### config.mk
export PLATFORM = sky130hd
export DESIGN_NAME = ffha_ctrl
export DESIGN_NICKNAME = d
export VERILOG_FILES = /design/src/hdl/ffha_pkg.sv /design/src/hdl/ffha_ctrl.sv
export SDC_FILE = /design/constraint.sdc
export NUM_CORES = 1
export LEC_CHECK = 0
export BUFFER_PORTS_ARGS = -buffer_cell sky130_fd_sc_hd__buf_2
export CAP_MARGIN = 10
export CORE_ASPECT_RATIO = 0.8
export CORE_MARGIN = 2
export CORE_UTILIZATION = 30
export CTS_CLUSTER_DIAMETER = 30
export DETAILED_ROUTE_END_ITERATION = 6
export PLACE_DENSITY = 0.52
export SLEW_MARGIN = 20
export SYNTH_ARGS = -nofsm -noshare
export SYNTH_HDL_FRONTEND = slang
export SYNTH_SLANG_ARGS = --single-unit
export TNS_END_PERCENT = 30
### constraint.sdc
create_clock -name clock -period 3.15 [get_ports clock]
set_clock_uncertainty 0.2 [all_clocks]
set_input_delay 0.1575 -clock clock [delete_from_list [all_inputs] [get_ports clock]]
set_output_delay 0.1575 -clock clock [all_outputs]
set_load 0.005 [all_outputs]
### src/hdl/ffha_pkg.sv
`timescale 1ns / 1ps
// ----------------------------------------------------------------------------
// First-fit heap allocator package
// Shared constants, operation codes and the controller/datapath interface.
// ----------------------------------------------------------------------------
package ffha_pkg;

   localparam int POOL_WORDS   = 4096;
   localparam int HEADER_BYTES = 4;
   localparam int HDR_SPAN     = ((HEADER_BYTES + 3) / 4) * 4;
   localparam int ADDR_W       = $clog2(POOL_WORDS);
   localparam int POOL_BYTES   = POOL_WORDS * 4;
   localparam int HDR_W        = 16;
   localparam int DIVD_W       = 22;
   localparam int DIVS_W       = 15;

   localparam logic [2:0] MODE_FORMAT = 3'd0;
   localparam logic [2:0] MODE_ALLOC  = 3'd1;
   localparam logic [2:0] MODE_FREE   = 3'd2;
   localparam logic [2:0] MODE_DEFRAG = 3'd3;
   localparam logic [2:0] MODE_REPORT = 3'd4;

   localparam logic [1:0] STATUS_OK    = 2'd0;
   localparam logic [1:0] STATUS_NOFIT = 2'd1;
   localparam logic [1:0] STATUS_ZERO  = 2'd2;

   localparam logic CSR_POOL_BYTES    = 1'b0;
   localparam logic CSR_MERGE_ON_FREE = 1'b1;

   typedef struct packed {
      logic load;
      logic fmt;
      logic off_zero;
      logic off_next;
      logic off_absn;
      logic rd_off;
      logic rd_abs;
      logic alloc_eval;
      logic wr_used;
      logic wr_clear;
      logic abs_start;
      logic abs_merge;
      logic stat_acc;
      logic div_start_u;
      logic div_start_f;
      logic pct_u_load;
      logic pct_f_load;
      logic set_nofit;
      logic set_zero;
      logic rsp_load;
   } ffha_cmd_type;

   typedef struct packed {
      logic [2:0] mode;
      logic       req_zero;
      logic       formatted;
      logic       rel_ok;
      logic       merge;
      logic       used;
      logic       fits;
      logic       at_end;
      logic       hit;
      logic       past;
      logic       abs_end;
      logic       fb_zero;
      logic       div_busy;
      logic       div_done;
   } ffha_stat_type;

endpackage

### src/hdl/ffha_ctrl.sv
`timescale 1ns / 1ps
// ----------------------------------------------------------------------------
// Allocator controller
// Sequences the chain walk for each mode and owns the channel handshakes.
// ----------------------------------------------------------------------------
module ffha_ctrl import ffha_pkg::*; (
   input  logic          clock,
   input  logic          reset,
   input  logic          req_valid,
   output logic          req_stall,
   output logic          rsp_valid,
   input  logic          rsp_stall,
   input  ffha_stat_type stat,
   output ffha_cmd_type  cmd
);

   typedef enum logic [10:0] {
      S_IDLE      = 11'b00000000001,
      S_DISPATCH  = 11'b00000000010,
      S_READ      = 11'b00000000100,
      S_EVAL      = 11'b00000001000,
      S_ALLOC_WR  = 11'b00000010000,
      S_ABS_CHK   = 11'b00000100000,
      S_ABS_EVAL  = 11'b00001000000,
      S_DIV_START = 11'b00010000000,
      S_DIV_U     = 11'b00100000000,
      S_DIV_F     = 11'b01000000000,
      S_DONE      = 11'b10000000000
   } state_type;

   state_type state_ff, state_in;
   logic      rsp_valid_ff, rsp_valid_in;

   always_comb begin
      state_in = state_ff;
      cmd      = '0;
      unique case (state_ff)
         S_IDLE: begin
            if (req_valid) begin
               cmd.load = 1'b1;
               state_in = S_DISPATCH;
            end
         end
         S_DISPATCH: begin
            state_in = S_DONE;
            case (stat.mode) inside
               MODE_FORMAT: cmd.fmt = 1'b1;
               MODE_ALLOC: begin
                  if (stat.req_zero) begin
                     cmd.set_zero = 1'b1;
                  end else if (!stat.formatted) begin
                     cmd.set_nofit = 1'b1;
                  end else begin
                     cmd.off_zero = 1'b1;
                     state_in     = S_READ;
                  end
               end
               MODE_FREE: begin
                  if (stat.formatted && stat.rel_ok) begin
                     cmd.off_zero = 1'b1;
                     state_in     = S_READ;
                  end
               end
               MODE_DEFRAG, MODE_REPORT: begin
                  if (stat.formatted) begin
                     cmd.off_zero = 1'b1;
                     state_in     = S_READ;
                  end
               end
               default: ;
            endcase
         end
         S_READ: begin
            cmd.rd_off = 1'b1;
            state_in   = S_EVAL;
         end
         S_EVAL: begin
            state_in = S_DONE;
            case (stat.mode)
               MODE_ALLOC: begin
                  if (stat.fits) begin
                     cmd.alloc_eval = 1'b1;
                     state_in       = S_ALLOC_WR;
                  end else if (stat.at_end) begin
                     cmd.set_nofit = 1'b1;
                  end else begin
                     cmd.off_next = 1'b1;
                     state_in     = S_READ;
                  end
               end
               MODE_FREE: begin
                  if (stat.hit) begin
                     cmd.wr_clear = 1'b1;
                     if (stat.merge) state_in = S_ABS_CHK;
                  end else if (!stat.past && !stat.at_end) begin
                     cmd.off_next = 1'b1;
                     state_in     = S_READ;
                  end
               end
               MODE_DEFRAG: begin
                  if (!stat.used) begin
                     cmd.abs_start = 1'b1;
                     state_in      = S_ABS_CHK;
                  end else if (!stat.at_end) begin
                     cmd.off_next = 1'b1;
                     state_in     = S_READ;
                  end
               end
               default: begin
                  cmd.stat_acc = 1'b1;
                  if (stat.at_end) begin
                     state_in = S_DIV_START;
                  end else begin
                     cmd.off_next = 1'b1;
                     state_in     = S_READ;
                  end
               end
            endcase
         end
         S_ALLOC_WR: begin
            cmd.wr_used = 1'b1;
            state_in    = S_DONE;
         end
         S_ABS_CHK: begin
            if (stat.abs_end) begin
               state_in = S_DONE;
            end else begin
               cmd.rd_abs = 1'b1;
               state_in   = S_ABS_EVAL;
            end
         end
         S_ABS_EVAL: begin
            if (!stat.used) begin
               cmd.abs_merge = 1'b1;
               state_in      = S_ABS_CHK;
            end else if (stat.mode == MODE_DEFRAG) begin
               cmd.off_absn = 1'b1;
               state_in     = S_READ;
            end else begin
               state_in = S_DONE;
            end
         end
         S_DIV_START: begin
            cmd.div_start_u = 1'b1;
            state_in        = S_DIV_U;
         end
         S_DIV_U: begin
            if (stat.div_done) begin
               cmd.pct_u_load = 1'b1;
               if (stat.fb_zero) begin
                  state_in = S_DONE;
               end else begin
                  cmd.div_start_f = 1'b1;
                  state_in        = S_DIV_F;
               end
            end
         end
         S_DIV_F: begin
            if (stat.div_done) begin
               cmd.pct_f_load = 1'b1;
               state_in       = S_DONE;
            end
         end
         S_DONE: begin
            if (!rsp_valid_ff || !rsp_stall) begin
               cmd.rsp_load = 1'b1;
               state_in     = S_IDLE;
            end
         end
         default: state_in = S_IDLE;
      endcase
   end

   always_comb begin
      rsp_valid_in = rsp_valid_ff;
      if (cmd.rsp_load) begin
         rsp_valid_in = 1'b1;
      end else if (rsp_valid_ff && !rsp_stall) begin
         rsp_valid_in = 1'b0;
      end
   end

   always_ff @(posedge clock) begin
      if (reset) begin
         state_ff     <= S_IDLE;
         rsp_valid_ff <= 1'b0;
      end else begin
         state_ff     <= state_in;
         rsp_valid_ff <= rsp_valid_in;
      end
   end

   assign req_stall = (state_ff != S_IDLE);
   assign rsp_valid = rsp_valid_ff;

   a_load_free_slot: assert property (@(posedge clock) disable iff (reset)
      cmd.rsp_load |-> (!rsp_valid_ff || !rsp_stall))
      else $error("result loaded over an untaken transaction");

   a_read_then_eval: assert property (@(posedge clock) disable iff (reset)
      (state_ff == S_READ) |=> (state_ff == S_EVAL))
      else $error("header read not followed by evaluation");

   a_div_not_busy: assert property (@(posedge clock) disable iff (reset)
      stat.div_busy |-> !(cmd.div_start_u || cmd.div_start_f))
      else $error("divider restarted while busy");

   a_load_sets_valid: assert property (@(posedge clock) disable iff (reset)
      cmd.rsp_load |=> rsp_valid_ff)
      else $error("loaded result not presented");

endmodule

======== Word level (Yosys, flattened, before mapping) ========
Index checks and enable logic that the tools add are counted.
word-level totals
  word-level logic and storage cells ...... 115
  output and inout bits ................... 22
  flip-flop bits (word level) ............. 12
cells by class
  multiplexer cells ....................... 80
  reduce and logical (&&, ||, !) cells .... 13
  equality and inequality tests ........... 20
operators by type and width
  cell                  count
  $mux 11               21
  $pmux 11 s11          1
  $mux 1                48
  $pmux 11 s3           1
  $mux 2                6
  $eq 11x1->1 const B   1
  $eq 11x10->1 const B  1
  $eq 11x11->1 const B  1
  $eq 11x2->1 const B   1
  $eq 11x3->1 const B   1
  $eq 11x4->1 const B   1
  $eq 11x5->1 const B   1
  $eq 11x6->1 const B   1
  $eq 11x7->1 const B   1
  $eq 11x8->1 const B   1
  $eq 11x9->1 const B   1
  $ne 11x1->1 const B   1
  $mux 8                1
  $ne 2x2->1 const B    4
  $eq 3x2->1 const B    2
  $logic_not 1->1       4
  $reduce_and 4->1      1
  $eq 3x1->1 const B    1
  $eq 3x3->1 const B    1
  8 further kinds       10

======== Longest topological paths before layout ========
Gate-level depths: netlist of run 1.
  word-level depth ........................ 7
  gate-level depth with buffers ........... 6
  mapped depth without buffers ............ 5

======== Worst setup path after synthesis of run 1 ========
No wires, ideal clock.
  path kind ............................... reg-to-reg
  start point ............................. register state_ff[7]
  end point ............................... register state_ff[10]
  required time ........................... 2.864 ns
  buffers on the path ..................... 0
  path slack .............................. 1.049 ns
  arrival time ............................ 1.814 ns
  stages on the path, launching flop included .. 6
  clock period less this slack ............ 2.101 ns
  cells stage by stage .................... dfxtp_1 > or3_4 > or4_1 > a21o_1 > a31o_1 > a221oi_2
on the way
  word-level cells in the longest chain between the ends .. 3
  elaborated cells on any way between the ends .. 17
ends and longest elaborated chain
  what                                        RTL line          RTL
  from (decl)                                 ffha_ctrl.sv:31   state_type state_ff, state_in;
  from (signal assigned)                      ffha_ctrl.sv:188  state_ff <= state_in;
  $eq 11x11->1, or another cell as far along  ffha_ctrl.sv:37   unique case (state_ff)
  $ne 2x2->1 (no source line)                 --
  $reduce_and 4->1 (no source line)           --
Several ways; a longest one is shown, not always the timed one.
A chain may end at the register's enable or synchronous reset.

==> impl_results.md, run 1 <==
* Routed Wire Length at 3.25 mm
* Hold endpoint: state_ff[10]$_SDFFE_PP0P_
* Die H at between 50 and 60 um
* DIE WIDTH at 71.4 um
* Post-layout minimum cycle time at approximately 2600 ps
* Routed Antenna Nets at 0
* Clk buf depth at 2
* Maximum VDD drop at roughly 0.27 mV
* I/O pin count at 42
* Slew Limit Headroom at 61.1%
* FF-to-FF Start: state_ff[4]$_SDFFE_PP0P_
* Design Area, Final at between 1000 and 1500 um2
* H-tree depth at 1
* Num CTS Buffers at 3
* Sink Count at 12
* Maxcap violations at 0
* GP Congestion at slightly above 0.8
* DR DRC count at 0
* Final nets at between 200 and 250
* Pin count of the biggest net entering global routing at 13
* Mapped Area at about 1100 um2
* Post-Layout Cell Count at between 200 and 250
* CTS tree: yes
* Clock Latency Late Sink at roughly 240 ps
* Fin Setup TNS at 0 ps
* Standard-cell row count at 19
* CP endpoint kind: output port
* # setup viols final at 0
* Initial Util at 31.6%
* Crit path max fanout at 10
* Area post-placement at ~1300 um2
* Hpwl dp at 2.53 mm
* Vias/cell at 5.57
* RSZ-0062 raised after global routing: false
* First-pass GRT wire length at 5.20 mm
* Startpoint types: flop
* Min-delay src: reset
* Layout cell share with drive strength beyond 1 at ~29%
* Syn Area/Cell at about 7.4 um2
* Hold Path Class: input port to flop
* Post-synthesis sequential area ratio at approximately 22%
* Layout area overhead at 27.1%
* Root Buffer: clkbuf_8
* DRT Pass-1 Iters at 5
* Reg2reg path depth at 5
* Critical Path AT at roughly 2200 ps
* Post-synth top flop: dfxtp_1
* Synthesized Nets at 168
* Ant. Diodes at 0
* Final core area utilization at 40.2%
* Synthesized instance count at between 100 and 150
* Ys async rst share at 0%
* Core Area at 3450 um2
* Crit Path Class: flop to output port
* Final Max Tran Viols at 0
* Hold path cells at 2
* WHS at around 11 ps
* Antenna violations before repair at 0
* Grt total ovfl at 0
* FILL cells at 369
* DR vias at about 1,300
* Tot Pwr at roughly 0.62 mW
* Final Cycle Share at approximately four fifths
* Outcome: finished, final reports clean
* Yosys reg bits at 12
* Fmax at 391 MHz
* R2r setup slk at between 800 and 900 ps
* Count of unique library cells instantiated by Yosys at 45
* Pleak at around 0.63 nW
* Req. time, crit path at 2790 ps
* Initial DRC count at just under 100
* Power density cells at 444 nW/um2
* Syn. warnings at 0
* Vias in the first global route at approximately 1,100
* WL per Instance at approximately 14 um
* # port buffers at 40
* Worst-margin pin slew at between 500 and 600 ps
* Final worst slack at about 600 ps
* R2r endpoint: state_ff[10]$_SDFFE_PP0P_
* Dpl cells at ~220
* Clock transition at path regs at approximately 50 ps
* Final hold vios at 0
* Pre-CTS setup slack at 878 ps
* Number of flops mapped to enable cells by yosys at 0
* Tot GR Track Use at ~16%
* Die footprint at 4130 um2
[flip-flops by register name (all words and copies together) (netlist names)]
| signal | count |
|---|---|
| state_ff | 11 |
| rsp_valid | 1 |
[power by group]
group	switching (mW)	internal, mW
combinational	0.146	0.108
clock	0.0613	0.111
sequential	0.0229	0.166
total	0.230	0.385
[synth_stat cells, types with 2 or more instances]
cell type  count  area, um2
nand2b_1       3       18.8
o21ai_0        7       35.0
nor2_1        20       75.1
or2_2          3       18.8
a31oi_1        3       18.8
and3_1         7       43.8
nor3_1         6       30.0
nand2_1        9       33.8
nand3b_1       2       15.0
nand4_1        5       31.3
and4_1         2       17.5
clkbuf_1       5       18.8
a21oi_1        6       30.0
inv_1          7       26.3
and4b_1        3       30.0
buf_4          2       15.0
nor2b_1       11       68.8
nor3b_1        3       22.5
and2_1         2       12.5
a221oi_1       2       17.5
a2bb2oi_1      2       17.5
dfxtp_1       12        240
nor4_1         2       12.5
nand3_1        3       15.0
[per-layer routing]
metal | track usage (%) | vias to the layer above | part of all wire, %
met3 | 4.17 | 4 | 5.8
met1 | 22.6 | 603 | 48
met2 | 24.1 | 37 | 45
met5 | 0 | - | 0
met4 | 4.04 | 0 | 0.92
li1 | - | 632 | -
[worst max-delay path by stage]
stage                                   from                        end  depth (start not counted)
floorplan           state_ff[7]$_SDFFE_PP0P_  state_ff[10]$_SDFFE_PP0P_                          5
global placement    state_ff[4]$_SDFFE_PP0P_                    cmd[16]                          5
detailed placement  state_ff[4]$_SDFFE_PP0P_                    cmd[16]                          5
CTS                 state_ff[4]$_SDFFE_PP0P_                    cmd[16]                          5
global route        state_ff[4]$_SDFFE_PP0P_                     cmd[2]                          6
finish              state_ff[4]$_SDFFE_PP0P_                    cmd[16]                          5
[worst max-delay path, cell delays in order (launching register included)]
cell     delay (ps)
dfxtp_1         400
nor3_2          540
nand2_1         170
nor4b_4         460
and3_1          260
buf_2           120
[cells by family after synthesis]
kind of cell / share of synthesized area, %
AO/OA/AOI/OAI: 23.8
multiplexers: 0.919
buffers and inverters: 5.86
AND/OR/NAND/NOR: 47.4
flip-flops: 22.0
[placed cells by master, fill, tap and decap left out, drive strengths merged, types with 3 or more instances in the layout]
| cell type | n |
|---|---|
| nor3b | 3 |
| dfxtp | 12 |
| a21oi | 6 |
| buf | 42 |
| and3 | 7 |
| a31oi | 3 |
| or2 | 3 |
| nand3 | 3 |
| nor2 | 20 |
| nand4 | 5 |
| o21ai | 7 |
| nor2b | 11 |
| nand2b | 3 |
| clkbuf | 4 |
| nor3 | 7 |
| and4b | 3 |
| inv | 7 |
| nand2 | 9 |
| a221oi | 3 |
[repair_timing]
action                    CTS  global route
setup buffers               0             0
hold buffers                1             0
hold endpoints to repair    1             0
gates resized for setup     0             0
[area by class of cell]
class | count | area [um2] | area share, %
repair buffers | 43 | 225 | 16.3
multi-input cells | 121 | 786 | 56.7
inverters | 7 | 26.3 | 1.90
well taps | 42 | 52.6 | 3.79
flip-flops and latches | 12 | 240 | 17.3
clock buffers | 4 | 55.1 | 3.97
Power figures use the tool's default switching activity.
==> inputs of run 2 (changes only) <==
- ABC_AREA: default -> 1
- PLACE_DENSITY: 0.52 -> 0.55
- clock period: 3.15 -> 2.2 ns (I/O delays scaled with it)
==> impl_results.md, run 2 <==
* Final Cycle Share at 92.7%
* Final nets at roughly 240
* Routed Wire Length at between 2 and 3 mm
* Req. time, crit path at between 2000 and 2500 ps
* GP Congestion at about 0.76
* Commonest non-fill, non-tap cell in the layout: buf_2
* Tot Pwr at roughly 1 mW
* First-pass GRT wire length at 4.63 mm
* Layout area overhead at 35.8%
* Crit Path Class: flop to flop
* Hold endpoint: state_ff[0]$_SDFFE_PP1P_
* Layout cell share with drive strength beyond 1 at a little over a third
* RSZ-0062 raised after global routing: false
* Vias in the first global route at around 1,000
* Synthesized instance count at 166
* Mapped Area at around 1100 um2
* Sink Count at 12
* Clock Latency Late Sink at about 250 ps
* Most frequent cells after synthesis: 28 x inv_1, 27 x nand2_1, 25 x nor2_1, 13 x nand3_1, 12 x dfxtp_1
* Ys async rst share at 0%
* FF-to-FF Start: state_ff[2]$_SDFFE_PP0P_
* Worst-margin pin slew at roughly 370 ps
* CTS tree: yes
* Die footprint at 4010 um2
* Reg2reg path depth at 8
* Final Max Tran Viols at 0
* Die H at roughly 57 um
* Standard-cell row count at 19
* Startpoint types: flop
* Ant. Diodes at 0
* H-tree depth at 1
* Num CTS Buffers at 3
* Hold Path Class: input port to flop
* Synthesized Nets at about 190
* Post-synthesis sequential area ratio at a little under a quarter
* Clk buf depth at 2
* Power density cells at between 600 and 700 nW/um2
* Fmax at approximately 490 MHz
* Clock transition at path regs at ~60 ps
* Syn Area/Cell at 6.35 um2
* Hpwl dp at 2.24 mm
* Most frequent cells in the layout: 40 x buf_2, 28 x inv_1, 27 x nand2_1
* Maxcap violations at 0
* Slew Limit Headroom at between 70% and 80%
* Register ranked first by flip-flop count: state_ff
* Most frequent cell after synthesis: inv_1
* Root Buffer: clkbuf_8
* Core Area at between 3000 and 4000 um2
* # port buffers at 40
* Routed Antenna Nets at 0
* Final hold vios at 0
* Count of unique library cells instantiated by Yosys at 28
* Hold path cells at 4
* Fin Setup TNS at 0 ps
* Number of flops mapped to enable cells by yosys at 0
* Critical Path AT at 2020 ps
* R2r setup slk at 160 ps
* Maximum VDD drop at 0.348 mV
* Initial Util at a little under a third
* Pleak at 0.763 nW
* Area leader, netlist: dfxtp_1
* Outcome: finished, final reports clean
* Cells taking the most area after synthesis: dfxtp_1 23%, inv_1 10%, nand2_1 9.6%, nor2_1 8.9%, nand3_1 6.2%
* I/O pin count at 42
* CP startpoint: state_ff[2]$_SDFFE_PP0P_
* Crit path max fanout at 4
* CP endpoint kind: flop
* Synth top area share at between 20% and 30%
* Antenna violations before repair at 0
* WL per Instance at about 11 um
* Post-layout minimum cycle time at 2040 ps
* R2r endpoint: state_ff[9]$_SDFFE_PP0P_
* DR DRC count at 0
* # setup viols final at 0
* Min-delay src: req_valid
* Yosys reg bits at 12
* Syn. warnings at 0
* DRT Pass-1 Iters at 4
* DR vias at ~1,200
* Grt total ovfl at 0
* Post-synth top flop: dfxtp_1
* Tot GR Track Use at between 10 and 15%
* Pin count of the biggest net entering global routing at 11
* Vias/cell at 4.57
* DIE WIDTH at between 70 and 80 um
* Max reg flops at 11
* Initial DRC count at 52
## run 2: cells by family (layout without fill, tap and decap cells)
logic type,Yosys count,in the layout,synth area share [%]
and+or+nand+nor,107,107,56.2
DFF,12,12,22.8
AOI/OAI and AO/OA,14,14,8.54
buffers and inverters,33,84,12.5
## run 2: through the flow
stage | area, um2 | utilization [%] | setup slack, ps | hold slack, ps | instances
floorplan | 1050 | - | 728 | -10.7 | 166
global placement | 1290 | 38.0 | 550 | 114 | 246
detailed placement | 1290 | 38.0 | 563 | 113 | 246
CTS | 1410 | 41.4 | 105 | 17.8 | 256
global route | 1430 | 42.1 | 29.1 | 47.2 | 259
finish | 1430 | 42.1 | 160 | 28.5 | 259
## run 2: area by class of cell
cell class / count / area [um2]
fill: 379 / 1970
inverter: 31 / 116
timing repair buffer: 49 / 283
sequential: 12 / 240
multi-input combinational: 121 / 686
clock buffer: 4 / 55.1
tap: 42 / 52.6
## run 2: critical path: stages, from the launching register on
cell and delay [ps]:
dfxtp_1 330, nor2_2 200, nand2_2 130, nor2_4 170, nand2_1 110, nor2_1 110
nand2_1 70, dlygate4sd3_1 550, a21oi_1 110
## run 2: worst max-delay path by stage
stage                                      endpoint  slack, ps  cells past startpoint
after floorplan            state_ff[8]$_SDFFE_PP0P_        730                      8
after global placement    state_ff[10]$_SDFFE_PP0P_        550                      9
after detailed placement                    cmd[18]        560                      6
after CTS                  state_ff[9]$_SDFFE_PP0P_        100                      8
after global routing       state_ff[9]$_SDFFE_PP0P_         30                      8
final                      state_ff[9]$_SDFFE_PP0P_        160                      8
## run 2: timing repair
item / in CTS / in global routing
setup buffers: 0 / 3
hold endpoints to repair: 7 / 0
gates resized for setup: 0 / 1
setup endpoints to repair: 0 / 1
hold buffers: 6 / 0
## run 2: metal layers
metal  wire length, um  vias to the layer above  share of wire (%)  global-route usage (%)
li1                  -                      642                  -                       -
met1              1540                      520                 54                    22.0
met2              1180                       19                 42                    20.8
met3                99                        2                3.5                    3.89
met4                12                        0               0.42                    2.47
met5                 0                        -                  0                       0
## run 2: where the power goes
group / switching, mW / internal, mW
logic: 0.278 / 0.188
registers: 0.0297 / 0.244
clock network: 0.0866 / 0.158
